$ cat src/rtl/core/lpf_pkg.sv
package lpf_pkg;

    localparam int FRAME_LEN = 11;
    localparam int TIME_BYTES = 8;

    localparam logic [7:0] MARK0 = 8'h73;  // 's'
    localparam logic [7:0] MARK1 = 8'h6C;  // 'l'

    // Byte positions inside a probe frame.
    localparam logic [3:0] IDX_MARK0 = 4'd0;
    localparam logic [3:0] IDX_MARK1 = 4'd1;
    localparam logic [3:0] IDX_TIME0 = 4'd2;
    localparam logic [3:0] IDX_CHK   = 4'd10;

    // Result kinds.
    localparam logic KIND_TX  = 1'b0;
    localparam logic KIND_LAT = 1'b1;

    // Request kinds.
    localparam logic REQ_BYTE = 1'b0;
    localparam logic REQ_TICK = 1'b1;

    localparam logic [16:0] INTERVAL_RESET = 17'd30000;

    typedef struct packed {
        logic        match;
        logic [63:0] sent_ms;
    } lpf_rx_hit_t;

endpackage

$ cat src/rtl/core/lpf_rx_window.sv
module lpf_rx_window
    import lpf_pkg::*;
(
    input  logic        aclk,
    input  logic        aresetn,
    input  logic        wr_en,
    input  logic [7:0]  rx_byte,
    output lpf_rx_hit_t hit,
    output logic [3:0]  fill
);

    logic [7:0] window_reg  [FRAME_LEN];
    logic [7:0] window_next [FRAME_LEN];
    logic [7:0] merged      [FRAME_LEN];
    logic [3:0] fill_reg;
    logic [3:0] fill_next;
    logic       full;
    logic [7:0] chk;
    logic       match;

    // The window as it looks with the incoming byte placed at the fill point.
    always_comb begin
        chk = '0;
        for (int i = 0; i < FRAME_LEN; i++) begin
            merged[i] = (fill_reg == 4'(i)) ? rx_byte : window_reg[i];
            chk = chk ^ merged[i];
        end
    end

    assign full  = (fill_reg == IDX_CHK);
    assign match = full && (merged[0] == MARK0) && (merged[1] == MARK1) && (chk == 8'h00);

    always_comb begin
        hit.match = match;
        for (int i = 0; i < TIME_BYTES; i++) begin
            hit.sent_ms[8*i +: 8] = merged[int'(IDX_TIME0) + i];
        end
    end

    always_comb begin
        window_next = window_reg;
        fill_next   = fill_reg;
        if (wr_en) begin
            if (!full) begin
                window_next = merged;
                fill_next   = fill_reg + 4'd1;
            end else if (match) begin
                fill_next = '0;
            end else begin
                // Oldest byte slides out; the window stays one short of full.
                for (int i = 0; i < FRAME_LEN - 1; i++) begin
                    window_next[i] = merged[i + 1];
                end
                window_next[FRAME_LEN - 1] = '0;
                fill_next = IDX_CHK;
            end
        end
    end

    always_ff @(posedge aclk) begin
        window_reg <= window_next;
        if (!aresetn) begin
            fill_reg <= '0;
        end else begin
            fill_reg <= fill_next;
        end
    end

    assign fill = fill_reg;

endmodule

$ cat src/rtl/core/latency_probe_framer_top.sv
// An input item passes the input register, then the result register, before its result
// is offered for transfer.
// Throughput: one input item per cycle; a sending tick holds the result register for
// eleven output transfers, and an item that yields a result waits behind it. Items that
// yield nothing pass on even then.
// Reset (aresetn, synchronous, active low) empties both registers, clears the receive
// window, the counters and the last send time, and sets the interval to 30000 ms.
module latency_probe_framer_top
    import lpf_pkg::*;
(
    input  logic               aclk,
    input  logic               aresetn,

    input  logic               cfg_valid,
    output logic               cfg_ready,
    input  logic [16:0]        cfg_data,

    input  logic               s_valid,
    output logic               s_ready,
    input  logic               s_req_type,
    input  logic [7:0]         s_rx_byte,
    input  logic [62:0]        s_now_ms,

    output logic               m_valid,
    input  logic               m_ready,
    output logic               m_kind,
    output logic [7:0]         m_tx_byte,
    output logic signed [63:0] m_latency_ms,
    output logic               m_last,
    output logic [31:0]        m_frames_sent,
    output logic [31:0]        m_frames_received
);

    // Configuration: the interval register takes a transfer in any cycle.
    logic [16:0] interval_reg;

    assign cfg_ready = 1'b1;

    always_ff @(posedge aclk) begin
        if (!aresetn) begin
            interval_reg <= INTERVAL_RESET;
        end else if (cfg_valid && cfg_ready) begin
            interval_reg <= cfg_data;
        end
    end

    // Input register. It holds one accepted item until the processing step takes it.
    logic        in_vld_reg;
    logic        in_type_reg;
    logic [7:0]  in_byte_reg;
    logic [62:0] in_now_reg;

    // Result register. It holds one batch of results: either a whole probe frame,
    // streamed out one byte per transfer, or a single latency measurement.
    logic        out_vld_reg;
    logic        out_kind_reg;
    logic [3:0]  out_idx_reg;
    logic [63:0] out_data_reg;
    logic [7:0]  out_chk_reg;
    logic [31:0] out_sent_reg;
    logic [31:0] out_recv_reg;

    // Block state.
    logic [62:0] last_sent_reg;
    logic [31:0] sent_reg;
    logic [31:0] recv_reg;

    logic        out_last;
    logic        out_done;
    logic        slot_free;
    logic        produces;
    logic        advance;
    logic        send;
    logic [63:0] elapsed;
    logic [63:0] now_ext;
    logic [7:0]  frame_chk;
    logic        byte_wr;
    lpf_rx_hit_t rx_hit;
    logic [3:0]  rx_fill;
    logic [3:0]  time_idx;

    assign now_ext = {1'b0, in_now_reg};

    // A tick sends when the signed elapsed time is not negative and reaches the interval.
    assign elapsed = now_ext - {1'b0, last_sent_reg};
    assign send    = !elapsed[63] && (elapsed >= 64'(interval_reg));

    assign byte_wr = advance && (in_type_reg == REQ_BYTE);

    lpf_rx_window u_rx_window (
        .aclk    (aclk),
        .aresetn (aresetn),
        .wr_en   (byte_wr),
        .rx_byte (in_byte_reg),
        .hit     (rx_hit),
        .fill    (rx_fill)
    );

    assign produces  = (in_type_reg == REQ_TICK) ? send : rx_hit.match;
    assign out_last  = (out_kind_reg == KIND_LAT) || (out_idx_reg == IDX_CHK);
    assign out_done  = out_vld_reg && m_ready && out_last;
    assign slot_free = !out_vld_reg || out_done;

    // The held item moves on when it yields nothing, or when the result register is free
    // or hands over its last transfer in this cycle.
    assign advance = in_vld_reg && (slot_free || !produces);
    assign s_ready = !in_vld_reg || advance;

    always_comb begin
        frame_chk = MARK0 ^ MARK1;
        for (int i = 0; i < TIME_BYTES; i++) begin
            frame_chk = frame_chk ^ now_ext[8*i +: 8];
        end
    end

    always_ff @(posedge aclk) begin
        if (s_valid && s_ready) begin
            in_type_reg <= s_req_type;
            in_byte_reg <= s_rx_byte;
            in_now_reg  <= s_now_ms;
        end
        if (!aresetn) begin
            in_vld_reg <= 1'b0;
        end else if (s_ready) begin
            in_vld_reg <= s_valid;
        end
    end

    // State update happens when the item leaves the input register.
    always_ff @(posedge aclk) begin
        if (!aresetn) begin
            last_sent_reg <= '0;
            sent_reg      <= '0;
            recv_reg      <= '0;
        end else if (advance && produces) begin
            if (in_type_reg == REQ_TICK) begin
                last_sent_reg <= in_now_reg;
                sent_reg      <= sent_reg + 32'd1;
            end else begin
                recv_reg <= recv_reg + 32'd1;
            end
        end
    end

    // A new batch takes priority; it is only loaded when the previous one is done.
    always_ff @(posedge aclk) begin
        if (!aresetn) begin
            out_vld_reg <= 1'b0;
            out_idx_reg <= '0;
        end else if (advance && produces) begin
            out_vld_reg <= 1'b1;
            out_idx_reg <= IDX_MARK0;
        end else if (out_vld_reg && m_ready) begin
            if (out_last) begin
                out_vld_reg <= 1'b0;
            end else begin
                out_idx_reg <= out_idx_reg + 4'd1;
            end
        end
        if (advance && produces) begin
            if (in_type_reg == REQ_TICK) begin
                out_kind_reg <= KIND_TX;
                out_data_reg <= now_ext;
                out_chk_reg  <= frame_chk;
                out_sent_reg <= sent_reg + 32'd1;
                out_recv_reg <= recv_reg;
            end else begin
                out_kind_reg <= KIND_LAT;
                out_data_reg <= now_ext - rx_hit.sent_ms;
                out_chk_reg  <= '0;
                out_sent_reg <= sent_reg;
                out_recv_reg <= recv_reg + 32'd1;
            end
        end
    end

    // Frame byte selection: marker bytes, then the time least significant byte first,
    // then the checksum.
    assign time_idx = out_idx_reg - IDX_TIME0;

    always_comb begin
        case (out_idx_reg)
            IDX_MARK0: m_tx_byte = MARK0;
            IDX_MARK1: m_tx_byte = MARK1;
            IDX_CHK:   m_tx_byte = out_chk_reg;
            default:   m_tx_byte = out_data_reg[{time_idx[2:0], 3'b000} +: 8];
        endcase
        if (out_kind_reg == KIND_LAT) begin
            m_tx_byte = '0;
        end
    end

    assign m_valid           = out_vld_reg;
    assign m_kind            = out_kind_reg;
    assign m_latency_ms      = (out_kind_reg == KIND_LAT) ? $signed(out_data_reg) : '0;
    assign m_last            = out_last;
    assign m_frames_sent     = out_sent_reg;
    assign m_frames_received = out_recv_reg;

    // A frame never streams past its checksum byte.
    a_idx_bound : assert property (@(posedge aclk) disable iff (!aresetn)
        out_vld_reg |-> (out_idx_reg <= IDX_CHK))
        else $error("frame byte index past checksum");

    // A new batch is loaded only into a free result register.
    a_no_overwrite : assert property (@(posedge aclk) disable iff (!aresetn)
        (advance && produces) |-> slot_free)
        else $error("result batch overwritten");

    // Each sending tick counts exactly once.
    a_sent_count : assert property (@(posedge aclk) disable iff (!aresetn)
        (advance && produces && (in_type_reg == REQ_TICK)) |=>
        (sent_reg == $past(sent_reg) + 32'd1))
        else $error("send counter mismatch");

    // The receive window never holds more than ten bytes between items.
    a_fill_bound : assert property (@(posedge aclk) disable iff (!aresetn)
        rx_fill <= IDX_CHK)
        else $error("receive window overfilled");

endmodule
$ cat config.mk
export PLATFORM = sky130hd
export DESIGN_NAME = latency_probe_framer_top
export DESIGN_NICKNAME = d
export VERILOG_FILES = /design/src/rtl/core/lpf_pkg.sv /design/src/rtl/core/lpf_rx_window.sv /design/src/rtl/core/latency_probe_framer_top.sv
export SDC_FILE = /design/constraint.sdc
export NUM_CORES = 1
export LEC_CHECK = 0
export ABC_CLOCK_PERIOD_IN_PS = 8200
export BUFFER_PORTS_ARGS = -buffer_cell sky130_fd_sc_hd__buf_2
export CAP_MARGIN = 10
export CORE_UTILIZATION = 45
export CTS_CLUSTER_DIAMETER = 50
export DETAILED_ROUTE_END_ITERATION = 7
export MAX_ROUTING_LAYER = met4
export SETUP_SLACK_MARGIN = 0.1
export SYNTH_ARGS = -nofsm -noshare
export SYNTH_HDL_FRONTEND = slang
export SYNTH_SLANG_ARGS = --single-unit
export TNS_END_PERCENT = 100
$ cat constraint.sdc
create_clock -name aclk -period 8.2 [get_ports aclk]
set_input_delay 1.64 -clock aclk [delete_from_list [all_inputs] [get_ports aclk]]
set_output_delay 1.64 -clock aclk [all_outputs]
set_load 0.02 [all_outputs]
# [Word level (Yosys, flattened, before mapping)]
# Cells that the tools add are included.
# Widths: inputs -> output; s select.
[totals] register_bits=451 input_bits=94 output_inout_bits=141 wordCells=127
[op_classes] n_reduce_logical=28 shift=1 n_eq_ne=15 muxes=26 n_addsub=7 bitwise_logic=21 order_cmp=1
[ops] operator="$mux 88" n=2
[ops] operator="$xor 8x8->8" n=16
[ops] operator="$mux 8" n=12
[ops] operator="$add 32x1->32 const B" n=2
[ops] operator="$ge 64x17->1" n=1
[ops] operator="$mux 32" n=2
[ops] operator="$mux 64" n=1
[ops] operator="$shiftx 64x7->8" n=1
[ops] operator="$sub 63x63->64" n=1
[ops] operator="$sub 63x64->64" n=1
[ops] operator="$mux 63" n=1
[ops] operator="$pmux 8 s3" n=1
[ops] operator="$eq 4x3->1 const B" n=4
[ops] operator="$eq 4x4->1 const B" n=4
[ops] operator="$eq 8x7->1 const B" n=2
[ops] operator="$logic_and 1x1->1" n=10
[ops] operator="$add 4x1->4 const B" n=2
[ops] operator="$eq 4x1->1 const B" n=2
[ops] operator="$eq 4x2->1 const B" n=2
[ops] operator="$logic_not 4->1" n=2
[ops] operator="$logic_not 8->1" n=1
[ops] operator="$mux 4" n=2
[ops] operator="$reduce_and 2->1" n=4
[ops] operator="$xor 8x7->8" n=1
[ops] operator="9 further kinds" n=22

# [Logic depth before layout (Yosys ltp)]
[logic_depth] word_depth=21 ltp_mapped=26 mapped_depth_nobuf=23

# [Hierarchy]
# A second synthesis with hierarchy kept.
[hier_totals] cells_unflattened=3608 hier_area_um2=32712.6
[by_module_without_submodules] mod="latency_probe_framer_top" n_inst=1 area_each_um2=24951.4 seq_area_each_um2=9278.9 cells_each=2806
[by_module_without_submodules] mod="lpf_rx_window" n_inst=1 area_each_um2=7761.2 seq_area_each_um2=2722.6 cells_each=802

# [Worst setup path after synthesis]
# Ideal clock, no wire load.
[synth_timing] kind="register -> register" startpoint="reg in_now_reg[0]" endpoint="reg in_byte_reg[0], enable pin" synth_period_minus_slack_ns=8.421 path_buffers=2 t_required_ns=7.690 slack_ns=-0.221 arrival_time_ns=7.911 stages_incl_launch_ff=24 setup_time_ns=0.510 path_cell_list="edfxtp_1 -> inv_1 -> ha_1 -> inv_1 -> fa_1 -> a21o_1 -> a221oi_2 -> o211ai_1 -> o21a_1 -> ha_1 -> a21o_1 -> a21oi_1 -> o21ai_0 -> nand3_1 -> nand2_1 -> a211o_1 -> a2111o_1 -> a2111oi_0 -> o2111ai_2 -> o41ai_4 -> buf_6 -> buf_6 -> nor4_1 -> nor2b_1"
[synth_between] elab_chain_cells=9 elab_cells_between_ends=10
[synth_rtl] item="start: declaration" line="latency_probe_framer_top.sv:51" text="logic [62:0] in_now_reg;"
[synth_rtl] item="start signal: assignment" line="latency_probe_framer_top.sv:120" text="in_now_reg <= s_now_ms;"
[synth_rtl] item="$sub 63x63->64 (*)" line="latency_probe_framer_top.sv:85" text="assign elapsed = now_ext - {1'b0, last_sent_reg};"
[synth_rtl] item="$ge 64x17->1 / $logic_not 1->1 (equally long branches)" line="latency_probe_framer_top.sv:86" text="assign send = !elapsed[63] && (elapsed >= 64'(interval_reg));"
[synth_rtl] item="$logic_and 1x1->1 (*)" line="latency_probe_framer_top.sv:86"
[synth_rtl] item="$mux 1 (*)" line="latency_probe_framer_top.sv:99" text="assign produces = (in_type_reg == REQ_TICK) ? send : rx_hit.match;"
[synth_rtl] item="$logic_not 1->1 (*)" line="latency_probe_framer_top.sv:106" text="assign advance = in_vld_reg && (slot_free || !produces);"
[synth_rtl] item="$logic_or 1x1->1 (*)" line="latency_probe_framer_top.sv:106"
[synth_rtl] item="$logic_and 1x1->1 (*)" line="latency_probe_framer_top.sv:106"
[synth_rtl] item="$logic_or 1x1->1 (*)" line="latency_probe_framer_top.sv:107" text="assign s_ready = !in_vld_reg || advance;"
[synth_rtl] item="$logic_and 1x1->1 (*)" line="latency_probe_framer_top.sv:117" text="if (s_valid && s_ready) begin"
[synth_rtl] item="end signal: assignment" line="latency_probe_framer_top.sv:119" text="in_byte_reg <= s_rx_byte;"
[synth_rtl] item="end: declaration" line="latency_probe_framer_top.sv:50" text="logic [7:0] in_byte_reg;"
# Every way passes the cells marked *; elsewhere a longest branch is shown, timed or not.
# A chain may end at the register's enable or synchronous reset.

# [Final worst setup path]
[layout_timing] startpoint="reg in_now_reg[0]" endpoint="out s_ready"
[layout_between] elab_chain_cells=8 elab_cells_between_ends=9
[layout_rtl] item="$sub 63x63->64 (*)" line="latency_probe_framer_top.sv:85"
[layout_rtl] item="$ge 64x17->1 / $logic_not 1->1 (equally long branches)" line="latency_probe_framer_top.sv:86"
[layout_rtl] item="$logic_and 1x1->1 (*)" line="latency_probe_framer_top.sv:86"
[layout_rtl] item="$mux 1 (*)" line="latency_probe_framer_top.sv:99"
[layout_rtl] item="$logic_not 1->1 (*)" line="latency_probe_framer_top.sv:106"
[layout_rtl] item="$logic_or 1x1->1 (*)" line="latency_probe_framer_top.sv:106"
[layout_rtl] item="$logic_and 1x1->1 (*)" line="latency_probe_framer_top.sv:106"
[layout_rtl] item="$logic_or 1x1->1 (*)" line="latency_probe_framer_top.sv:107"
[layout_rtl] item="end: declaration" line="latency_probe_framer_top.sv:19" text="output logic s_ready,"
# Marks and branches as above.

==> flow_metrics.env <==
export IMPL_worst_setup_path_end_kind="primary output"
export IMPL_hold_buffers=0
export IMPL_tightest_slew_ps=1130
export IMPL_grt_antenna_before_repair=5
export IMPL_track_usage=0.304
export IMPL_postLayoutCellArea_mm2=0.0350
export IMPL_timing_rr_start="in_now_reg[0]"
export IMPL_largest_reg_flops=88
export IMPL_leakage_uw=0.0140
export IMPL_power_density_mw_per_mm2=188
export IMPL_ir_worst_vdd_uv=144
export IMPL_min_from="last_sent_reg[43]"
export IMPL_critPathMaxFanout=4
export IMPL_first_pass_iters=5
export IMPL_status="finished clean"
export IMPL_dieArea_mm2=0.0693
export IMPL_drtIter0Drc=2891
export IMPL_vias=26610
export IMPL_grt_pass1_vias=25050
export IMPL_place_congestion=0.976
export IMPL_arrival_ps=6150
export IMPL_required_ps=6560
export IMPL_syn_inst=3316
export IMPL_nNetsFinal=3736
export IMPL_die_w_um=263
export IMPL_yosysWarnings=0
export IMPL_drt_total_wl_um=105000
export IMPL_cp_startpoint="in_now_reg[0]"
export IMPL_synth_area_per_cell_um2=9.27
export IMPL_ioPinCount=235
export IMPL_core_area_mm2=0.0674
export IMPL_pre_cts_slack_ps=996
export IMPL_async_flop_share=0
export IMPL_grt_overflow_total=0
export IMPL_switching_share=0.293
export IMPL_postRouteAntennaNets=0
export IMPL_synthDistinctLibCells=95
export IMPL_htreeDepth=3
export IMPL_drc=0
export IMPL_critPathLaunchType="flip-flop"
export IMPL_grt_max_degree=121
export IMPL_die_h_um=263
export IMPL_synth_nets=3566
export IMPL_drt_vias_per_instance=6.03
export IMPL_switching_power_uw=1920
export IMPL_grt_pass1_wl_um=156000
export IMPL_hp_class="flip-flop to flip-flop"
export IMPL_synth_area_mm2=0.0307
export IMPL_timing_final_crit_share=0.950
export IMPL_fin_total_pwr_uw=6560
export IMPL_mostFrequentLayoutCell="a21oi_1"
export IMPL_crit_type="flip-flop to primary output"
export IMPL_worstSkewPairLatency_ps=610
export IMPL_yosysSeqAreaShare=0.391
export IMPL_max_slew_margin=0.246
export IMPL_fin_crit_ps=7790
export IMPL_max_freq_mhz=128
export IMPL_register_area_mm2=0.0120
export IMPL_cts_buffers_inserted=69
export IMPL_clkTransAtPathRegs_ps=50
export IMPL_setup_viol=0
export IMPL_clock_sink_count=451
export IMPL_layout_common_cells="a21oi_1 (326), edfxtp_1 (297), nand2_1 (268)"
export IMPL_rows=95
export IMPL_final_max_slew_viol_count=0
export IMPL_cts_buffer_depth=3
export IMPL_io_buffers=233
export IMPL_clockRootBuffer="clkbuf_16"
export IMPL_setup_ws_ps=407
export IMPL_drive_gt1_frac=0.138
export IMPL_rsz0062_at_grt="false"
export IMPL_dpl_cell_area_mm2=0.0327
export IMPL_start_util=0.456
export IMPL_clockPowerShare=0.442
export IMPL_fillers=6151
export IMPL_finClkSkew_ps=30.7
export IMPL_p_comb_frac=0.164
export IMPL_dp_hpwl_um=78400
export IMPL_finalSetupTns_ps=0
export IMPL_ys_ff_latch=451
export IMPL_p_int_uw=4640
export IMPL_ys_flop_type="edfxtp_1"
export IMPL_seq_power_share=0.394
export IMPL_synth_edff_count=297
export IMPL_routedWlPerCell_um=23.7
export IMPL_cts_tree="built"
export IMPL_drv_cap=0
export IMPL_hold_viol_final=0
export IMPL_multi_input_area_mm2=0.0173
export IMPL_antenna_cells=0
export IMPL_area_growth_pct=13.7
==> final timing paths <==
path | slack, ps | to | depth (start not counted)
min reg2reg | 470 | last_sent_reg[43] | 2
max reg2reg | 1190 | sent_reg[22] | 23
max | 410 | s_ready | 22
min | 470 | last_sent_reg[43] | 2
==> repair_timing <==
item	in CTS	in global routing
resized for setup	0	1
endpoints found under the setup margin	0	1
buffers inserted	0	0
endpoints found under the hold margin	0	0
==> worst max-delay path, stage by stage (launching register included) <==
cell and delay [ps]:
edfxtp_1 430, inv_1 130, ha_1 190, inv_1 60, fa_1 400, a21o_1 220, a221oi_2 400, o211ai_1 250
o21a_1 220, ha_1 280, a21o_1 160, a21oi_1 120, o21ai_0 90, nand3_1 90, nand2_1 60, a211o_1 360
a2111o_1 300, a2111oi_1 450, o2111ai_2 270, o41ai_4 640, nor4_1 140, inv_1 100, buf_2 170
==> synth_stat cells, types with 9 or more instances <==
cell | count | share of area
buf_2 | 16 | 0.0026
nor4_1 | 15 | 0.0031
and2_1 | 84 | 0.017
nor2_1 | 168 | 0.021
dfxtp_1 | 154 | 0.10
ha_1 | 154 | 0.063
a211oi_1 | 27 | 0.0066
or4_1 | 63 | 0.015
nand2_1 | 268 | 0.033
nor2b_1 | 19 | 0.0039
mux2_2 | 13 | 0.0048
or3_1 | 19 | 0.0039
and3_1 | 50 | 0.010
nand2b_1 | 27 | 0.0055
clkbuf_1 | 165 | 0.020
buf_1 | 11 | 0.0013
nand4_1 | 31 | 0.0063
inv_1 | 151 | 0.018
o21ai_0 | 206 | 0.034
a21oi_1 | 326 | 0.053
a22oi_1 | 9 | 0.0022
o21a_1 | 28 | 0.0068
nand3_1 | 125 | 0.020
buf_6 | 12 | 0.0044
o31ai_1 | 71 | 0.017
o221ai_1 | 16 | 0.0046
a31oi_1 | 23 | 0.0047
xor2_1 | 120 | 0.034
mux2i_1 | 129 | 0.042
o21bai_1 | 25 | 0.0061
o22ai_1 | 12 | 0.0024
xnor2_1 | 172 | 0.049
o211ai_1 | 31 | 0.0076
nor3_1 | 37 | 0.0060
a21o_1 | 69 | 0.017
mux4_2 | 16 | 0.012
edfxtp_1 | 297 | 0.29
==> power groups by stage <==
stage	clock network [uW]	logic [uW]	registers [uW]
floorplan	0	740	2590
CTS	2960	1060	2580
detailed placement	0	1060	2630
global route	3050	1170	2590
global placement	0	1050	2630
finish	2900	1080	2590
==> kinds of logic (layout without fill, tap and decap cells) <==
family                   after synthesis  count (layout)  share of synthesized area
AND/OR/NAND/NOR                      958             958                      0.160
AO/OA/AOI/OAI                        927             927                      0.187
flip-flops                           451             451                      0.391
buffers and inverters                360             583                     0.0479
XOR/XNOR                             300             300                     0.0887
multiplexers                         163             163                     0.0616
adder cells (fa/ha/maj)              156             156                     0.0640
other                                  1               1                   0.000122
==> final cells by class <==
| class | instances | area share |
|---|---|---|
| flip-flops and latches | 451 | 0.343 |
| inverters | 153 | 0.0165 |
| repair buffers | 306 | 0.0498 |
| clock buffers | 89 | 0.0557 |
| well taps | 873 | 0.0313 |
| multi-input cells | 2505 | 0.495 |
| clock inverters | 35 | 0.00856 |
==> stage by stage <==
stage	hold slack, ps	utilization	cells
6_report	474	0.519	4412
4_1_cts	475	0.519	4412
2_1_floorplan	452	-	3316
3_3_place_gp	458	0.485	4288
3_5_place_dp	468	0.485	4288
5_1_grt	489	0.519	4412
==> layer usage <==
layer,GRT usage,wire (um)
met5,-,0
met4,0.0918,3130
met3,0.0579,8070
met2,0.451,46000
met1,0.419,47400
Note: power is estimated with default switching activity, not from simulation.
